$ cat config.mk
export PLATFORM = sky130hd
export DESIGN_NAME = lldp_frame_tlv_parser_unit_flat
export DESIGN_NICKNAME = d
export VERILOG_FILES = /design/src/rtl/lldpp_pkg.sv /design/src/rtl/lldpp_if.sv /design/src/rtl/lldpp_parse_core.sv /design/src/rtl/lldp_frame_tlv_parser_unit.sv /design/src/flat_wrapper.sv
export SDC_FILE = /design/constraint.sdc
export NUM_CORES = 1
export LEC_CHECK = 0
export BUFFER_PORTS_ARGS = -buffer_cell sky130_fd_sc_hd__buf_2
export CAP_MARGIN = 0
export CELL_PAD_IN_SITES_DETAIL_PLACEMENT = 2
export CELL_PAD_IN_SITES_GLOBAL_PLACEMENT = 2
export CORE_AREA = 2 2 221 223
export DETAILED_ROUTE_END_ITERATION = 7
export DIE_AREA = 0 0 223 225
export MAX_ROUTING_LAYER = met4
export PLACE_DENSITY_LB_ADDON = 0.1
export RECOVER_POWER = 100
export SETUP_SLACK_MARGIN = 0.05
export SYNTH_ARGS = -nofsm -noshare
export SYNTH_HDL_FRONTEND = slang
export SYNTH_SLANG_ARGS = --single-unit
$ cat constraint.sdc
create_clock -name i_clk -period 17.4 [get_ports i_clk]
set_input_delay 0 -clock i_clk [delete_from_list [all_inputs] [get_ports i_clk]]
set_output_delay 0 -clock i_clk [all_outputs]
set_load 0.005 [all_outputs]
$ cat src/rtl/lldpp_pkg.sv
`default_nettype none
// -----------------------------------------------------------------------------
// lldpp_pkg
// Shared types and status codes for the LLDP frame TLV parser.
// -----------------------------------------------------------------------------
package lldpp_pkg;

    localparam logic [3:0] ST_OK          = 4'd0;
    localparam logic [3:0] ST_SHORT       = 4'd1;
    localparam logic [3:0] ST_ETHERTYPE   = 4'd2;
    localparam logic [3:0] ST_DEST        = 4'd3;
    localparam logic [3:0] ST_HDR_LACK    = 4'd4;
    localparam logic [3:0] ST_TRUNC       = 4'd5;
    localparam logic [3:0] ST_END_SIZE    = 4'd6;
    localparam logic [3:0] ST_CH_SIZE     = 4'd7;
    localparam logic [3:0] ST_CH_DUP      = 4'd8;
    localparam logic [3:0] ST_PT_SIZE     = 4'd9;
    localparam logic [3:0] ST_PT_DUP      = 4'd10;
    localparam logic [3:0] ST_TTL_SIZE    = 4'd11;
    localparam logic [3:0] ST_TTL_DUP     = 4'd12;
    localparam logic [3:0] ST_CAPS_SIZE   = 4'd13;
    localparam logic [3:0] ST_PRIV_SHORT  = 4'd14;
    localparam logic [3:0] ST_MANDATORY   = 4'd15;

    typedef struct packed {
        logic [3:0]  status_code;
        logic [47:0] source_mac;
        logic [1:0]  dest_variant;
        logic [15:0] ttl_seconds;
        logic [7:0]  chassis_subtype;
        logic [8:0]  chassis_id_length;
        logic [7:0]  port_subtype;
        logic [8:0]  port_id_length;
        logic        has_capabilities;
        logic [15:0] system_caps;
        logic [15:0] enabled_caps;
        logic [3:0]  strings_present;
    } t_result;

    typedef struct packed {
        logic    done;
        t_result result;
    } t_core_out;

endpackage
`default_nettype wire

$ cat src/rtl/lldpp_if.sv
`default_nettype none
// -----------------------------------------------------------------------------
// lldpp_if
// Valid/ready channels for frame bytes and parse results.
// -----------------------------------------------------------------------------
interface lldpp_byte_if;
    logic       valid;
    logic       ready;
    logic [7:0] frame_byte;
    logic       frame_last;

    modport source (output valid, output frame_byte, output frame_last, input ready);
    modport sink   (input valid, input frame_byte, input frame_last, output ready);
endinterface

interface lldpp_res_if;
    logic        valid;
    logic        ready;
    logic [3:0]  status_code;
    logic [47:0] source_mac;
    logic [1:0]  dest_variant;
    logic [15:0] ttl_seconds;
    logic [7:0]  chassis_subtype;
    logic [8:0]  chassis_id_length;
    logic [7:0]  port_subtype;
    logic [8:0]  port_id_length;
    logic        has_capabilities;
    logic [15:0] system_caps;
    logic [15:0] enabled_caps;
    logic [3:0]  strings_present;

    modport source (
        output valid, output status_code, output source_mac, output dest_variant,
        output ttl_seconds, output chassis_subtype, output chassis_id_length,
        output port_subtype, output port_id_length, output has_capabilities,
        output system_caps, output enabled_caps, output strings_present,
        input ready
    );
    modport sink (
        input valid, input status_code, input source_mac, input dest_variant,
        input ttl_seconds, input chassis_subtype, input chassis_id_length,
        input port_subtype, input port_id_length, input has_capabilities,
        input system_caps, input enabled_caps, input strings_present,
        output ready
    );
endinterface
`default_nettype wire

$ cat src/rtl/lldpp_parse_core.sv
`default_nettype none
// -----------------------------------------------------------------------------
// lldpp_parse_core
// Per-byte header check and TLV walk; forms the result on the last byte.
// -----------------------------------------------------------------------------
module lldpp_parse_core (
    input  wire logic                  i_clk,
    input  wire logic                  i_rst_n,
    input  wire logic                  i_accept,
    input  wire logic [7:0]            i_frame_byte,
    input  wire logic                  i_frame_last,
    output lldpp_pkg::t_core_out       o_core
);
    import lldpp_pkg::*;

    typedef enum logic [2:0] {
        PH_HEADER,
        PH_TLV_H0,
        PH_TLV_H1,
        PH_VALUE,
        PH_DONE,
        PH_ERROR
    } t_phase;

    localparam logic [6:0] TLV_END      = 7'd0;
    localparam logic [6:0] TLV_CHASSIS  = 7'd1;
    localparam logic [6:0] TLV_PORT     = 7'd2;
    localparam logic [6:0] TLV_TTL      = 7'd3;
    localparam logic [6:0] TLV_PORT_DSC = 7'd4;
    localparam logic [6:0] TLV_SYS_NAME = 7'd5;
    localparam logic [6:0] TLV_SYS_DSC  = 7'd6;
    localparam logic [6:0] TLV_CAPS     = 7'd7;
    localparam logic [6:0] TLV_PRIVATE  = 7'd127;

    localparam logic [3:0]  HDR_LAST  = 4'd13;
    localparam logic [15:0] ETH_LLDP  = 16'h88cc;
    localparam logic [2:0]  IDX_SAT   = 3'd4;

    function automatic logic [7:0] dest_byte(input logic [2:0] idx);
        logic [7:0] v;
        case (idx)
            3'd0:    v = 8'h01;
            3'd1:    v = 8'h80;
            3'd2:    v = 8'hc2;
            default: v = 8'h00;
        endcase
        return v;
    endfunction

    // OUI 00:00:5E, subtype 01
    function automatic logic [7:0] mud_byte(input logic [1:0] idx);
        logic [7:0] v;
        case (idx)
            2'd2:    v = 8'h5e;
            2'd3:    v = 8'h01;
            default: v = 8'h00;
        endcase
        return v;
    endfunction

    t_phase      r_phase,    n_phase;
    logic [3:0]  r_hdr_cnt,  n_hdr_cnt;
    logic [6:0]  r_tlv_type, n_tlv_type;
    logic [8:0]  r_tlv_rem,  n_tlv_rem;
    logic [2:0]  r_val_idx,  n_val_idx;
    logic [15:0] r_eth,      n_eth;
    logic [47:0] r_src_mac,  n_src_mac;
    logic        r_dest_bad, n_dest_bad;
    logic [1:0]  r_dest_var, n_dest_var;
    logic [3:0]  r_seen,     n_seen;
    logic [15:0] r_ttl,      n_ttl;
    logic [7:0]  r_ch_sub,   n_ch_sub;
    logic [8:0]  r_ch_len,   n_ch_len;
    logic [7:0]  r_pt_sub,   n_pt_sub;
    logic [8:0]  r_pt_len,   n_pt_len;
    logic [15:0] r_sys_caps, n_sys_caps;
    logic [15:0] r_en_caps,  n_en_caps;
    logic [3:0]  r_str,      n_str;
    logic [2:0]  r_trk,      n_trk;
    logic        r_mud,      n_mud;
    logic [3:0]  r_err,      n_err;

    logic [8:0]  tlv_len;
    logic        fin;
    logic        str_ok;
    logic        frame_end;
    t_result     res;

    always_comb begin
        n_phase    = r_phase;
        n_hdr_cnt  = r_hdr_cnt;
        n_tlv_type = r_tlv_type;
        n_tlv_rem  = r_tlv_rem;
        n_val_idx  = r_val_idx;
        n_eth      = r_eth;
        n_src_mac  = r_src_mac;
        n_dest_bad = r_dest_bad;
        n_dest_var = r_dest_var;
        n_seen     = r_seen;
        n_ttl      = r_ttl;
        n_ch_sub   = r_ch_sub;
        n_ch_len   = r_ch_len;
        n_pt_sub   = r_pt_sub;
        n_pt_len   = r_pt_len;
        n_sys_caps = r_sys_caps;
        n_en_caps  = r_en_caps;
        n_str      = r_str;
        n_trk      = r_trk;
        n_mud      = r_mud;
        n_err      = r_err;
        tlv_len    = {r_tlv_rem[8], i_frame_byte};
        fin        = 1'b0;
        str_ok     = 1'b0;

        if (i_accept) begin
            unique case (r_phase)
                PH_HEADER: begin
                    if (r_hdr_cnt < 4'd5) begin
                        if (i_frame_byte != dest_byte(r_hdr_cnt[2:0])) begin
                            n_dest_bad = 1'b1;
                        end
                    end else if (r_hdr_cnt == 4'd5) begin
                        case (i_frame_byte)
                            8'h00:   n_dest_var = 2'd0;
                            8'h03:   n_dest_var = 2'd1;
                            8'h0e:   n_dest_var = 2'd2;
                            default: n_dest_bad = 1'b1;
                        endcase
                    end else if (r_hdr_cnt < 4'd12) begin
                        n_src_mac = {r_src_mac[39:0], i_frame_byte};
                    end else begin
                        n_eth = {r_eth[7:0], i_frame_byte};
                    end
                    n_hdr_cnt = r_hdr_cnt + 4'd1;
                    if (r_hdr_cnt == HDR_LAST) begin
                        if (n_eth != ETH_LLDP) begin
                            n_err   = ST_ETHERTYPE;
                            n_phase = PH_ERROR;
                        end else if (n_dest_bad) begin
                            n_err   = ST_DEST;
                            n_phase = PH_ERROR;
                        end else begin
                            n_phase = PH_TLV_H0;
                        end
                    end
                end
                PH_TLV_H0: begin
                    n_tlv_type = i_frame_byte[7:1];
                    n_tlv_rem  = {i_frame_byte[0], 8'h00};
                    n_phase    = PH_TLV_H1;
                end
                PH_TLV_H1: begin
                    n_tlv_rem = tlv_len;
                    n_trk     = 3'b000;
                    n_mud     = 1'b1;
                    n_val_idx = 3'd0;
                    n_err     = ST_OK;
                    unique case (r_tlv_type)
                        TLV_END: begin
                            if (tlv_len != 9'd0) n_err = ST_END_SIZE;
                        end
                        TLV_CHASSIS: begin
                            if (tlv_len < 9'd2 || tlv_len > 9'd256) begin
                                n_err = ST_CH_SIZE;
                            end else if (r_seen[0]) begin
                                n_err = ST_CH_DUP;
                            end else begin
                                n_seen[0] = 1'b1;
                                n_ch_len  = tlv_len;
                            end
                        end
                        TLV_PORT: begin
                            if (tlv_len < 9'd2 || tlv_len > 9'd256) begin
                                n_err = ST_PT_SIZE;
                            end else if (r_seen[1]) begin
                                n_err = ST_PT_DUP;
                            end else begin
                                n_seen[1] = 1'b1;
                                n_pt_len  = tlv_len;
                            end
                        end
                        TLV_TTL: begin
                            if (tlv_len != 9'd2) begin
                                n_err = ST_TTL_SIZE;
                            end else if (r_seen[2]) begin
                                n_err = ST_TTL_DUP;
                            end else begin
                                n_seen[2] = 1'b1;
                            end
                        end
                        TLV_CAPS: begin
                            if (tlv_len != 9'd4) n_err = ST_CAPS_SIZE;
                            else n_seen[3] = 1'b1;
                        end
                        TLV_PRIVATE: begin
                            if (tlv_len < 9'd4) n_err = ST_PRIV_SHORT;
                        end
                        default: ;
                    endcase
                    if (tlv_len == 9'd0) fin = 1'b1;
                    else n_phase = PH_VALUE;
                end
                PH_VALUE: begin
                    if (r_err == ST_OK) begin
                        case (r_tlv_type) inside
                            TLV_CHASSIS: begin
                                if (r_val_idx == 3'd0) n_ch_sub = i_frame_byte;
                            end
                            TLV_PORT: begin
                                if (r_val_idx == 3'd0) n_pt_sub = i_frame_byte;
                            end
                            TLV_TTL: begin
                                if (r_val_idx == 3'd0) n_ttl[15:8] = i_frame_byte;
                                else if (r_val_idx == 3'd1) n_ttl[7:0] = i_frame_byte;
                            end
                            TLV_CAPS: begin
                                case (r_val_idx)
                                    3'd0:    n_sys_caps[15:8] = i_frame_byte;
                                    3'd1:    n_sys_caps[7:0]  = i_frame_byte;
                                    3'd2:    n_en_caps[15:8]  = i_frame_byte;
                                    3'd3:    n_en_caps[7:0]   = i_frame_byte;
                                    default: ;
                                endcase
                            end
                            TLV_PORT_DSC, TLV_SYS_NAME, TLV_SYS_DSC, TLV_PRIVATE: begin
                                if (r_tlv_type == TLV_PRIVATE && r_val_idx < IDX_SAT) begin
                                    if (i_frame_byte != mud_byte(r_val_idx[1:0])) begin
                                        n_mud = 1'b0;
                                    end
                                end else if (i_frame_byte == 8'h00) begin
                                    n_trk[1] = 1'b1;
                                end else begin
                                    // nonzero after a NUL spoils the string
                                    if (r_trk[1]) n_trk[2] = 1'b1;
                                    n_trk[0] = 1'b1;
                                end
                            end
                            default: ;
                        endcase
                    end
                    if (r_val_idx < IDX_SAT) n_val_idx = r_val_idx + 3'd1;
                    n_tlv_rem = r_tlv_rem - 9'd1;
                    if (n_tlv_rem == 9'd0) fin = 1'b1;
                end
                default: ;
            endcase

            if (fin) begin
                str_ok = n_trk[0] && !n_trk[2];
                if (n_err != ST_OK) begin
                    n_phase = PH_ERROR;
                end else if (r_tlv_type == TLV_END) begin
                    n_phase = PH_DONE;
                end else begin
                    if (str_ok) begin
                        case (r_tlv_type)
                            TLV_PORT_DSC: n_str[0] = 1'b1;
                            TLV_SYS_NAME: n_str[1] = 1'b1;
                            TLV_SYS_DSC:  n_str[2] = 1'b1;
                            TLV_PRIVATE:  if (n_mud) n_str[3] = 1'b1;
                            default: ;
                        endcase
                    end
                    n_phase = PH_TLV_H0;
                end
            end
        end
    end

    always_comb begin
        res = '0;
        unique case (n_phase)
            PH_HEADER:            res.status_code = ST_SHORT;
            PH_TLV_H0, PH_TLV_H1: res.status_code = ST_HDR_LACK;
            PH_VALUE:             res.status_code = ST_TRUNC;
            PH_DONE:              res.status_code = (n_seen[2:0] == 3'b111) ? ST_OK
                                                                          : ST_MANDATORY;
            default:              res.status_code = n_err;
        endcase
        if (res.status_code == ST_OK) begin
            res.source_mac        = n_src_mac;
            res.dest_variant      = n_dest_var;
            res.ttl_seconds       = n_ttl;
            res.chassis_subtype   = n_ch_sub;
            res.chassis_id_length = n_ch_len;
            res.port_subtype      = n_pt_sub;
            res.port_id_length    = n_pt_len;
            res.has_capabilities  = n_seen[3];
            res.system_caps       = n_sys_caps;
            res.enabled_caps      = n_en_caps;
            res.strings_present   = n_str;
        end
    end

    assign frame_end     = i_accept && i_frame_last;
    assign o_core.done   = frame_end;
    assign o_core.result = res;

    always_ff @(posedge i_clk) begin
        if (!i_rst_n || frame_end) begin
            r_phase    <= PH_HEADER;
            r_hdr_cnt  <= '0;
            r_tlv_type <= '0;
            r_tlv_rem  <= '0;
            r_val_idx  <= '0;
            r_eth      <= '0;
            r_src_mac  <= '0;
            r_dest_bad <= 1'b0;
            r_dest_var <= '0;
            r_seen     <= '0;
            r_ttl      <= '0;
            r_ch_sub   <= '0;
            r_ch_len   <= '0;
            r_pt_sub   <= '0;
            r_pt_len   <= '0;
            r_sys_caps <= '0;
            r_en_caps  <= '0;
            r_str      <= '0;
            r_trk      <= '0;
            r_mud      <= 1'b0;
            r_err      <= ST_OK;
        end else begin
            r_phase    <= n_phase;
            r_hdr_cnt  <= n_hdr_cnt;
            r_tlv_type <= n_tlv_type;
            r_tlv_rem  <= n_tlv_rem;
            r_val_idx  <= n_val_idx;
            r_eth      <= n_eth;
            r_src_mac  <= n_src_mac;
            r_dest_bad <= n_dest_bad;
            r_dest_var <= n_dest_var;
            r_seen     <= n_seen;
            r_ttl      <= n_ttl;
            r_ch_sub   <= n_ch_sub;
            r_ch_len   <= n_ch_len;
            r_pt_sub   <= n_pt_sub;
            r_pt_len   <= n_pt_len;
            r_sys_caps <= n_sys_caps;
            r_en_caps  <= n_en_caps;
            r_str      <= n_str;
            r_trk      <= n_trk;
            r_mud      <= n_mud;
            r_err      <= n_err;
        end
    end

endmodule
`default_nettype wire

$ cat src/rtl/lldp_frame_tlv_parser_unit.sv
`default_nettype none
// -----------------------------------------------------------------------------
// lldp_frame_tlv_parser_unit
// LLDP frame parser: header check, TLV walk, one result per frame.
// -----------------------------------------------------------------------------
// Channel    Dir  Payload                                   Transaction
// i_frame    in   frame_byte, frame_last                    one frame byte
// o_result   out  status_code .. strings_present            one parsed frame
//
// One byte per clock is accepted while ready is high; parser state updates in
// the accept cycle. The result of a frame is registered into the output entry,
// or into the second entry while the output is held. This two-entry buffer
// lets bytes keep flowing while a result waits; ready drops only when both entries are full.
// Synchronous active-low reset clears parser state and the output buffer.
// -----------------------------------------------------------------------------
module lldp_frame_tlv_parser_unit (
    input  wire logic     i_clk,
    input  wire logic     i_rst_n,
    lldpp_byte_if.sink    i_frame,
    lldpp_res_if.source   o_result
);
    import lldpp_pkg::*;

    logic      accept;
    t_core_out core_out;

    logic      r_res_valid;
    t_result   r_res;
    logic      r_skd_valid;
    t_result   r_skd;

    assign i_frame.ready = !r_skd_valid;
    assign accept        = i_frame.valid && !r_skd_valid;

    lldpp_parse_core u_core (
        .i_clk        (i_clk),
        .i_rst_n      (i_rst_n),
        .i_accept     (accept),
        .i_frame_byte (i_frame.frame_byte),
        .i_frame_last (i_frame.frame_last),
        .o_core       (core_out)
    );

    always_ff @(posedge i_clk) begin
        if (!i_rst_n) begin
            r_res_valid <= 1'b0;
            r_skd_valid <= 1'b0;
        end else begin
            if (!r_res_valid || o_result.ready) begin
                if (r_skd_valid) begin
                    r_res       <= r_skd;
                    r_res_valid <= 1'b1;
                    r_skd_valid <= 1'b0;
                end else begin
                    r_res       <= core_out.result;
                    r_res_valid <= core_out.done;
                end
            end else if (core_out.done) begin
                r_skd       <= core_out.result;
                r_skd_valid <= 1'b1;
            end
        end
    end

    assign o_result.valid             = r_res_valid;
    assign o_result.status_code       = r_res.status_code;
    assign o_result.source_mac        = r_res.source_mac;
    assign o_result.dest_variant      = r_res.dest_variant;
    assign o_result.ttl_seconds       = r_res.ttl_seconds;
    assign o_result.chassis_subtype   = r_res.chassis_subtype;
    assign o_result.chassis_id_length = r_res.chassis_id_length;
    assign o_result.port_subtype      = r_res.port_subtype;
    assign o_result.port_id_length    = r_res.port_id_length;
    assign o_result.has_capabilities  = r_res.has_capabilities;
    assign o_result.system_caps       = r_res.system_caps;
    assign o_result.enabled_caps      = r_res.enabled_caps;
    assign o_result.strings_present   = r_res.strings_present;

endmodule
`default_nettype wire

$ cat src/flat_wrapper.sv
// flat-port wrapper written by rule: the top's interface ports become plain ports
module lldp_frame_tlv_parser_unit_flat import lldpp_pkg::*;
  (i_clk, i_rst_n, i_frame_valid, i_frame_frame_byte, i_frame_frame_last, i_frame_ready, o_result_valid, o_result_status_code, o_result_source_mac, o_result_dest_variant, o_result_ttl_seconds, o_result_chassis_subtype, o_result_chassis_id_length, o_result_port_subtype, o_result_port_id_length, o_result_has_capabilities, o_result_system_caps, o_result_enabled_caps, o_result_strings_present, o_result_ready);
  lldpp_byte_if i_frame_i ();
  lldpp_res_if o_result_i ();
  input  wire logic i_clk;
  input  wire logic i_rst_n;
  input wire logic [$bits(i_frame_i.valid)-1:0] i_frame_valid;
  input wire logic [$bits(i_frame_i.frame_byte)-1:0] i_frame_frame_byte;
  input wire logic [$bits(i_frame_i.frame_last)-1:0] i_frame_frame_last;
  output wire logic [$bits(i_frame_i.ready)-1:0] i_frame_ready;
  output wire logic [$bits(o_result_i.valid)-1:0] o_result_valid;
  output wire logic [$bits(o_result_i.status_code)-1:0] o_result_status_code;
  output wire logic [$bits(o_result_i.source_mac)-1:0] o_result_source_mac;
  output wire logic [$bits(o_result_i.dest_variant)-1:0] o_result_dest_variant;
  output wire logic [$bits(o_result_i.ttl_seconds)-1:0] o_result_ttl_seconds;
  output wire logic [$bits(o_result_i.chassis_subtype)-1:0] o_result_chassis_subtype;
  output wire logic [$bits(o_result_i.chassis_id_length)-1:0] o_result_chassis_id_length;
  output wire logic [$bits(o_result_i.port_subtype)-1:0] o_result_port_subtype;
  output wire logic [$bits(o_result_i.port_id_length)-1:0] o_result_port_id_length;
  output wire logic [$bits(o_result_i.has_capabilities)-1:0] o_result_has_capabilities;
  output wire logic [$bits(o_result_i.system_caps)-1:0] o_result_system_caps;
  output wire logic [$bits(o_result_i.enabled_caps)-1:0] o_result_enabled_caps;
  output wire logic [$bits(o_result_i.strings_present)-1:0] o_result_strings_present;
  input wire logic [$bits(o_result_i.ready)-1:0] o_result_ready;
  assign i_frame_i.valid = i_frame_valid;
  assign i_frame_i.frame_byte = i_frame_frame_byte;
  assign i_frame_i.frame_last = i_frame_frame_last;
  assign i_frame_ready = i_frame_i.ready;
  assign o_result_valid = o_result_i.valid;
  assign o_result_status_code = o_result_i.status_code;
  assign o_result_source_mac = o_result_i.source_mac;
  assign o_result_dest_variant = o_result_i.dest_variant;
  assign o_result_ttl_seconds = o_result_i.ttl_seconds;
  assign o_result_chassis_subtype = o_result_i.chassis_subtype;
  assign o_result_chassis_id_length = o_result_i.chassis_id_length;
  assign o_result_port_subtype = o_result_i.port_subtype;
  assign o_result_port_id_length = o_result_i.port_id_length;
  assign o_result_has_capabilities = o_result_i.has_capabilities;
  assign o_result_system_caps = o_result_i.system_caps;
  assign o_result_enabled_caps = o_result_i.enabled_caps;
  assign o_result_strings_present = o_result_i.strings_present;
  assign o_result_i.ready = o_result_ready;
  lldp_frame_tlv_parser_unit u_core (.i_clk(i_clk), .i_rst_n(i_rst_n), .i_frame(i_frame_i), .o_result(o_result_i));
endmodule
==> metrics.cfg, run 1 <==
[drt]
drt-vias-per-instance=5.809
via_count=14810
drt_iter0_markers=999
wl_mm=64.91
ant_nets=0
wl_per_cell_um=25.46
drtPass1Iterations=5
drcViolationCount=0

[global_routing]
met3_usage_pct=3.233
grt_pass1_vias=16080
antenna_found_initial=1
grt_use_total_pct=26.59
grt_use_met2_pct=45.53
grt.overflow.total=0
grt_max_degree=207
grt_pass1_wl_mm=99.31
grt.busiest_layer=met2
grtUsageMet1_pct=33.20

[cts]
post_cts_buffers=0
clockBufferDepth=3
clk_latency_ps=610
cts_tree=done
h-tree-depth=2
cts-root-buf=clkbuf_16
cts.clk_slew.worst_paths_ps=60
numClockSinks=475
cts-buffers-inserted=51

[cells_and_area]
area_growth_pct=10.26
drive_gt1_share_pct=12.98
layout.nets=1917
final_cells=2549
antenna_cells=0

[timing]
max_slew_margin_pct=-254.1
tns_ps=0
holdWs_ps=34.11
hold_viol=0
finalCriticalPeriod_ps=8053
clock_skew_ps=20.31
rsz0062_at_grt=no
worst_pin_slew_ps=5311
max_freq_ghz=0.1242
finalSetupViolCount=0
post-route-period-util_pct=46.28
final_max_slew_viol_count=560
fin_ws_ps=9347

[worst_setup_path]
ff2ff_setup_slack_ps=9350
ff2ff_path_depth=3
r2r-end=u_core.o_result.source_mac[15]
crit_path_end=u_core.o_result.source_mac[15]
cp.arrival_ps=8150
start_kind=register
setup.worst_path.start=u_core.o_result.valid
crit_path_max_fanout=73
cp-end-kind=register
critical_path_required_ps=17500
r2r-start=u_core.o_result.valid
crit_type=register to register

[logic_synthesis]
synthMuxAreaShare_pct=7.318
ys_types=80
ys_dominant_reg_cell=edfxtp_1
yosys.area.top_type=edfxtp_1
yosysSeqAreaShare_pct=59.07
synth_top_cell_area_share_pct=40.56
synth-xor-area-share_pct=0.3776
yosys.area_share.simple_pct=16.36
synth_top_family_by_area=simple AND/OR/NAND/NOR gates
synth.area.top_cells=edfxtp_1 (41%), dfxtp_1 (19%), mux2i_1 (7.0%)
synth_compound_area_share_pct=12.30
ys_ff_latch=475
synth_fa_ha_area_share_pct=0.7791
ys_warn_count=0
synth_area_mm2=0.02088
syn_avg_cell_area_um2=11.51
async_flop_share_pct=0
synth_cells=1813
synth_edf_count=282
syn_nets=1839

[outcome]
status=complete, but fails checks
violations=capacitance limit, slew limit

[floorplan]
start_util_pct=43.91
fp.dieW_um=223
core_area_mm2=0.04755
die_h_um=225
io_pins=156
row_count=80
fp.dieArea_mm2=0.05018

[power]
fin_total_pwr_mw=2.381
ir_drop_mv=0.07051
cellLeakagePower_nw=7.813
power.density_mw_per_mm2=103.4

[placement]
post-place-ws_ps=11960
dp_cells=2445
routabilityCongestion=0.8557
hpwlAfterDp_mm=39.23
io_buffers=155

[run]
max_cap_violations=9

[hold_path]
min_path_type=primary input to register
hold_depth=4

-- critical path, cell delays in order (launching register included) --
cell	delay, ps
dfxtp_1	330
nand2b_1	110
and2_0	3770
clkbuf_1	3200
-- registers in the layout, indices dropped and copies added (netlist names), 9 cells and up --
name                               flops
u_core.o_result.chassis_id_length      9
u_core.o_result.enabled_caps          16
u_core.o_result.port_id_length         9
u_core.o_result.source_mac            48
u_core.o_result.system_caps           16
u_core.o_result.ttl_seconds           16
u_core.r_skd                         141
u_core.u_core.r_ch_len                 9
u_core.u_core.r_en_caps               16
u_core.u_core.r_eth                   16
u_core.u_core.r_pt_len                 9
u_core.u_core.r_src_mac               48
u_core.u_core.r_sys_caps              16
u_core.u_core.r_tlv_rem                9
u_core.u_core.r_ttl                   16
-- report_power, final --
group / switching, mW / internal (mW)
Combinational: 0.0528 / 0.0167
Sequential: 0.0100 / 1.20
Clock: 0.458 / 0.638
-- stage by stage --
stage          util (%)  instance area (um^2)
2_1_floorplan         -                 20880
3_3_place_gp      46.16                 21950
3_5_place_dp      46.16                 21950
4_1_cts           49.89                 23720
5_1_grt           48.41                 23020
6_report          48.41                 23020
-- logic make-up after synthesis --
logic type / Yosys count
and+or+nand+nor: 718
DFF: 475
AOI/OAI and AO/OA: 271
buffers and inverters: 175
muxes: 152
adders and majority gates: 13
xor gates and xnor gates: 9
-- placed cells by master, fill, tap and decap left out, drive strengths merged, types with 63 or more instances in the layout --
| master | Yosys | routed |
|---|---|---|
| edfxtp | 282 | 282 |
| nand2 | 178 | 178 |
| o41ai | 78 | 78 |
| o31ai | 64 | 64 |
| nor3 | 162 | 162 |
| mux2i | 147 | 147 |
| dfxtp | 193 | 193 |
| or2 | 63 | 63 |
| clkbuf | 100 | 176 |
| buf | 61 | 84 |
| nor2 | 214 | 214 |
-- layer usage --
layer	wire (um)	share of wire (%)
met3	2298	3.5
met4	1638	2.5
met1	27800	43
met5	0	0
met2	33170	51
-- synth_stat cells, drive strengths merged (3+ instances only) --
library cell / instances
edfxtp: 282
nor2: 214
dfxtp: 193
nand2: 178
nor3: 162
mux2i: 147
clkbuf: 100
o41ai: 78
o31ai: 64
or2: 63
buf: 61
a21oi: 37
o21ai: 28
nor2b: 15
inv: 14
nand3: 14
ha: 13
nand2b: 10
nor4: 9
or4: 8
a31oi: 7
and2: 7
nor4b: 7
and3: 6
o211ai: 6
xnor2: 6
a21o: 5
a22oi: 5
a41oi: 5
mux2: 5
nor3b: 5
a211oi: 4
nand3b: 4
nand4: 3
o2111ai: 3
o21a: 3
o22ai: 3
or3: 3
xor2: 3
-- final cells by class --
cell class | instances | area (um^2)
timing repair buffer | 186 | 918.4
clock inverter | 14 | 107.6
inverter | 14 | 52.55
fill | 4830 | 24530
multi-input combinational | 1163 | 7253
sequential | 475 | 12330
tap | 615 | 769.5
clock buffer | 82 | 1585
-- what timing repair did --
action	CTS	global route
hold buffers	8	0
setup endpoints to repair	0	0
resized for setup	0	0
endpoints found under the hold margin	5	0
-- how the worst min path moves through the flow --
stage                           from                           to  slack, ps
4_1_cts        i_frame_frame_byte[2]  u_core.u_core.r_tlv_type[1]          6
5_1_grt        i_frame_frame_byte[3]  u_core.u_core.r_tlv_type[2]         40
3_5_place_dp      i_frame_frame_last           u_core.r_skd_valid        290
3_3_place_gp      i_frame_frame_last           u_core.r_skd_valid        280
6_report       i_frame_frame_byte[3]  u_core.u_core.r_tlv_type[2]         30
2_1_floorplan          i_frame_valid           u_core.r_skd_valid        150
(Power assumes the default switching activity.)
==> inputs of run 2 (changes only) <==
--- a/config.mk
+++ b/config.mk
@@ -9,9 +9,9 @@
 export CAP_MARGIN = 0
 export CELL_PAD_IN_SITES_DETAIL_PLACEMENT = 2
 export CELL_PAD_IN_SITES_GLOBAL_PLACEMENT = 2
-export CORE_AREA = 2 2 221 223
+export CORE_AREA = 2 2 241 243
 export DETAILED_ROUTE_END_ITERATION = 7
-export DIE_AREA = 0 0 223 225
+export DIE_AREA = 0 0 243 245
 export MAX_ROUTING_LAYER = met4
 export PLACE_DENSITY_LB_ADDON = 0.1
 export RECOVER_POWER = 100
==> constraint.sdc (replaced) <==
create_clock -name i_clk -period 7.1 [get_ports i_clk]
set_input_delay 0 -clock i_clk [delete_from_list [all_inputs] [get_ports i_clk]]
set_output_delay 0 -clock i_clk [all_outputs]
set_load 0.005 [all_outputs]
==> metrics.cfg, run 2 (synthesis results as in run 1) <==
[hold_path]
min_path_type=primary input to register
hold_depth=3
min-delay-start=i_frame_frame_byte[2]
worstHoldEndpoint=u_core.u_core.r_tlv_type[1]

[timing]
finalSetupViolCount=0
post-route-period-util_pct=78.96
max_slew_margin_pct=-173.8
final_max_slew_viol_count=308
hold_viol=0
worst_pin_slew_ps=4107
tns_ps=0
rsz0062_at_grt=no
clock_skew_ps=16.38
finalCriticalPeriod_ps=5606
max_freq_ghz=0.1784

[global_routing]
grt_pass1_wl_mm=98.16
grt_use_total_pct=22.04
grt.overflow.total=0
antenna_found_initial=2
grt_pass1_vias=15740
grt_max_degree=176

[floorplan]
start_util_pct=36.60
row_count=88
core_area_mm2=0.05703
fp.dieArea_mm2=0.05954
io_pins=156
die_h_um=245
fp.dieW_um=243

[cells_and_area]
regMostFlops=u_core.r_skd
layout_commonest_cell=edfxtp_1
area_growth_pct=11.81
mostFrequentLayoutCells=edfxtp_1 (282), nor2_1 (213), dfxtp_1 (192)
drive_gt1_share_pct=13.42
fin_area_mm2=0.02334
layout.nets=1925
largest_reg_flops=141
fill_cells=6043

[cts]
h-tree-depth=2
numClockSinks=475
cts_tree=done
cts-buffers-inserted=54
clockBufferDepth=3
clk_latency_ps=610
hold_buffers=12
cts_resized=0
post_cts_buffers=0
cts-root-buf=clkbuf_16
cts.clk_slew.worst_paths_ps=60

[power]
sw_frac_of_total_pct=22.08
comb_power_share_pct=3.0
fin_total_pwr_mw=5.899
power_frac_clock_pct=46.6
power.density_mw_per_mm2=252.7
cellLeakagePower_nw=7.894
power.switching_mw=1.303
p_int_mw=4.596
seqPwrFrac_pct=50.5
ir_drop_mv=0.1772

[worst_setup_path]
setup.worst_path.start=u_core.r_skd_valid
ff2ff_setup_slack_ps=1490
crit_path_max_fanout=134
crit_path_top_delay_cell=clkbuf_2
crit_family=buffers and inverters
timing.critical_path.cells=nor2b_1 -> clkbuf_1 -> nand2_1 -> nor2_1 -> clkbuf_2
cp-end-kind=register
crit_type=register to register
critical_path_required_ps=7210
crit_path_max_incr_delay_ps=2730
cp.arrival_ps=5710
ff2ff_path_depth=5
start_kind=register
r2r-start=u_core.r_skd_valid
r2r-end=u_core.r_skd[24]
crit_buf_inv=2

[drt]
top_layer_used=met4
wl_mm=64.11
route.layer.met1.wl_mm=29.08
drt_iter0_markers=715
wl_met3_mm=2.068
drt-vias-per-instance=5.414
ant_nets=0
drtPass1Iterations=4
wl_per_cell_um=23.65
drcViolationCount=0
via_count=14680
met2_length_mm=31.99

[placement]
routabilityCongestion=0.8407
io_buffers=155
hpwlAfterDp_mm=38.86
place_area_mm2=0.02218

[outcome]
status=complete, but fails checks
violations=capacitance limit, slew limit

[run]
max_cap_violations=4

[run 2: cell types whose count changed in the layout (fill, tap and decap cells not counted), moves of 2 or more]
cell	change
buf_12	+2
buf_2	+5
clkbuf_16	+2
clkbuf_2	+5
clkbuf_8	-6
clkinv_1	-2
clkinv_2	-2
dlygate4sd3_1	+4
[run 2: worst max-delay path by stage]
stage / to / slack (ps) / cells after the start
floorplan: u_core.r_skd[0] / 2080 / 5
global placement: u_core.o_result.source_mac[22] / 2500 / 10
detailed placement: u_core.o_result.chassis_subtype[0] / 2250 / 10
CTS: u_core.o_result.chassis_subtype[0] / 2220 / 10
global route: u_core.o_result.enabled_caps[7] / 1010 / 10
finish: u_core.r_skd[24] / 1490 / 5
[run 2: worst min-delay path, cell delays in order]
cell,delay [ps]
buf_2,400
nand2_1,180
a21oi_1,60
[run 2: power groups by stage]
| stage | Sequential, mW | Clock, mW | Combinational [mW] |
|---|---|---|---|
| floorplan | 3.03 | 0 | 0.0808 |
| global placement | 3.03 | 0 | 0.181 |
| detailed placement | 3.03 | 0 | 0.183 |
| CTS | 2.97 | 2.83 | 0.188 |
| global route | 2.98 | 2.95 | 0.191 |
| finish | 2.98 | 2.75 | 0.175 |
[run 2: layout make-up]
class / instances / area (um^2) / share of cell area, %
inverters: 14 / 52.55 / 0.2251
clock buffers: 89 / 1594 / 6.829
multi-input cells: 1163 / 7257 / 31.09
repair buffers: 191 / 1007 / 4.315
flip-flops and latches: 475 / 12340 / 52.85
diodes: 1 / 2.502 / 0.01072
clock inverters: 13 / 136.4 / 0.5843
well taps: 765 / 957.2 / 4.101
[run 2: metrics by stage]
stage	setup slack, ps	hold WS, ps	cells	utilization [%]
after floorplan	2080	153.6	1813	-
after global placement	2497	284.7	2596	38.89
after detailed placement	2254	289.3	2596	38.89
after CTS	2219	52.45	2710	42.14
after global routing	1009	75.78	2711	40.93
final	1494	82.06	2711	40.93
[run 2: metal layers]
layer	up-vias	track usage, %
li1	6826	-
met1	7583	28.22
met2	201	37.33
met3	67	3.346
met4	0	4.186
met5	-	-
==> inputs of run 3 (changes only) <==
==> constraint.sdc (replaced) <==
create_clock -name i_clk -period 4.8 [get_ports i_clk]
set_input_delay 0 -clock i_clk [delete_from_list [all_inputs] [get_ports i_clk]]
set_output_delay 0 -clock i_clk [all_outputs]
set_load 0.005 [all_outputs]
==> metrics.cfg, run 3 (synthesis results as in run 1) <==
[outcome]
status=complete, but fails checks
violations=capacitance limit, slew limit

[cells_and_area]
final_cells=2753
drive_gt1_share_pct=15.09
antenna_cells=0
largest_reg_flops=141
regMostFlops=u_core.r_skd
fin_area_mm2=0.02388
area_growth_pct=14.38
mostFrequentLayoutCells=edfxtp_1 (282), nor2_1 (214), dfxtp_1 (193)
layout.nets=1970
layout_commonest_cell=edfxtp_1

[cts]
cts_tree=done
cts-buffers-inserted=52
cts_resized=0
h-tree-depth=2
hold_buffers=12
clk_latency_ps=600
cts.clk_slew.worst_paths_ps=70
cts-root-buf=clkbuf_16
clockBufferDepth=3
post_cts_buffers=0
numClockSinks=475

[timing]
rsz0062_at_grt=no
max_slew_margin_pct=-55.82
holdWs_ps=73.91
tns_ps=0
finalCriticalPeriod_ps=4388
worst_pin_slew_ps=2336
fin_ws_ps=412.0
finalSetupViolCount=0
max_freq_ghz=0.2279
clock_skew_ps=17.36
final_max_slew_viol_count=126
post-route-period-util_pct=91.42
hold_viol=0

[floorplan]
die_h_um=245
row_count=88
start_util_pct=36.60
fp.dieArea_mm2=0.05954
io_pins=156
fp.dieW_um=243
core_area_mm2=0.05703

[global_routing]
grt_use_total_pct=22.30
grt.overflow.total=0
grt_pass1_wl_mm=99.70
antenna_found_initial=0
grt_max_degree=95
grt_pass1_vias=15910

[worst_setup_path]
cp.arrival_ps=4770
crit_type=register to register
cp-end-kind=register
crit_path_max_fanout=21
critical_path_required_ps=5180
start_kind=register

[drt]
drtPass1Iterations=5
wl_per_cell_um=23.54
wl_mm=64.82
drcViolationCount=0
ant_nets=0
drt-vias-per-instance=5.388
drt_iter0_markers=732
via_count=14830

[run]
max_cap_violations=2

[placement]
post-place-ws_ps=782.0
hpwlAfterDp_mm=41.62
place_area_mm2=0.02270
routabilityCongestion=0.8573
dp_cells=2643
io_buffers=155

[power]
ir_drop_mv=0.2378
power.density_mw_per_mm2=362.4
cellLeakagePower_nw=8.234

[hold_path]
min_path_type=primary input to register

-- run 3: cell count changes in the layout (fill, tap and decap cells not counted), sizes merged --
cell / change
buf: +24
clkbuf: +16
clkinv: +8
clkinvlp: -2
inv: -2
bufinv: -1
diode: -1
-- run 3: path summary, 6_finish.rpt --
kind,slack (ps),endpoint,cells after the start,startpoint
hold reg to reg,490,u_core.u_core.r_tlv_rem[1],2,u_core.u_core.r_tlv_rem[1]
hold / removal,70,u_core.u_core.r_tlv_type[3],4,i_frame_frame_byte[4]
setup reg to reg,410,u_core.o_result.system_caps[8],15,u_core.u_core.r_hdr_cnt[0]
setup / recovery,410,u_core.o_result.system_caps[8],15,u_core.u_core.r_hdr_cnt[0]
-- run 3: layout make-up --
| class | count | area, um^2 |
|---|---|---|
| Fill cell | 6007 | 33160 |
| Sequential cell | 475 | 12330 |
| Multi-Input combinational cell | 1163 | 7386 |
| Clock buffer | 82 | 1578 |
| Timing Repair Buffer | 238 | 1460 |
| Tap cell | 765 | 957.2 |
| Clock inverter | 16 | 112.6 |
| Inverter | 14 | 52.55 |
-- run 3: metal layers --
metal  global-route usage (%)  up-vias  wire, um
met4                    6.045        0      1530
met2                    36.71      203     31660
met1                    28.78     7639     29660
met5                        -        -         0
li1                         -     6901         -
met3                    3.291       89      1958
-- run 3: worst max-delay path: stages (launching register included) --
cell and delay [ps]:
dfxtp_1 420, inv_1 110, ha_1 210, nor2b_1 150, a2111o_1 400, a21oi_1 130
clkbuf_1 160, nand4b_1 220, and2_0 320, nor4b_1 570, a32o_2 340, and3_1 220
o21ai_4 110, buf_12 190, clkbuf_1 170, o41ai_1 420
-- run 3: where the power goes --
group	total, mW	internal (mW)	switching, mW
registers	4.39	4.36	0.0344
logic	0.265	0.0676	0.198
clock network	4.00	2.30	1.69
-- run 3: metrics by stage --
step,total power [mW],utilization (%)
6_report,8.654,41.87
2_1_floorplan,4.595,-
3_3_place_gp,4.754,39.79
5_1_grt,8.946,41.87
3_5_place_dp,4.760,39.79
4_1_cts,8.798,42.97
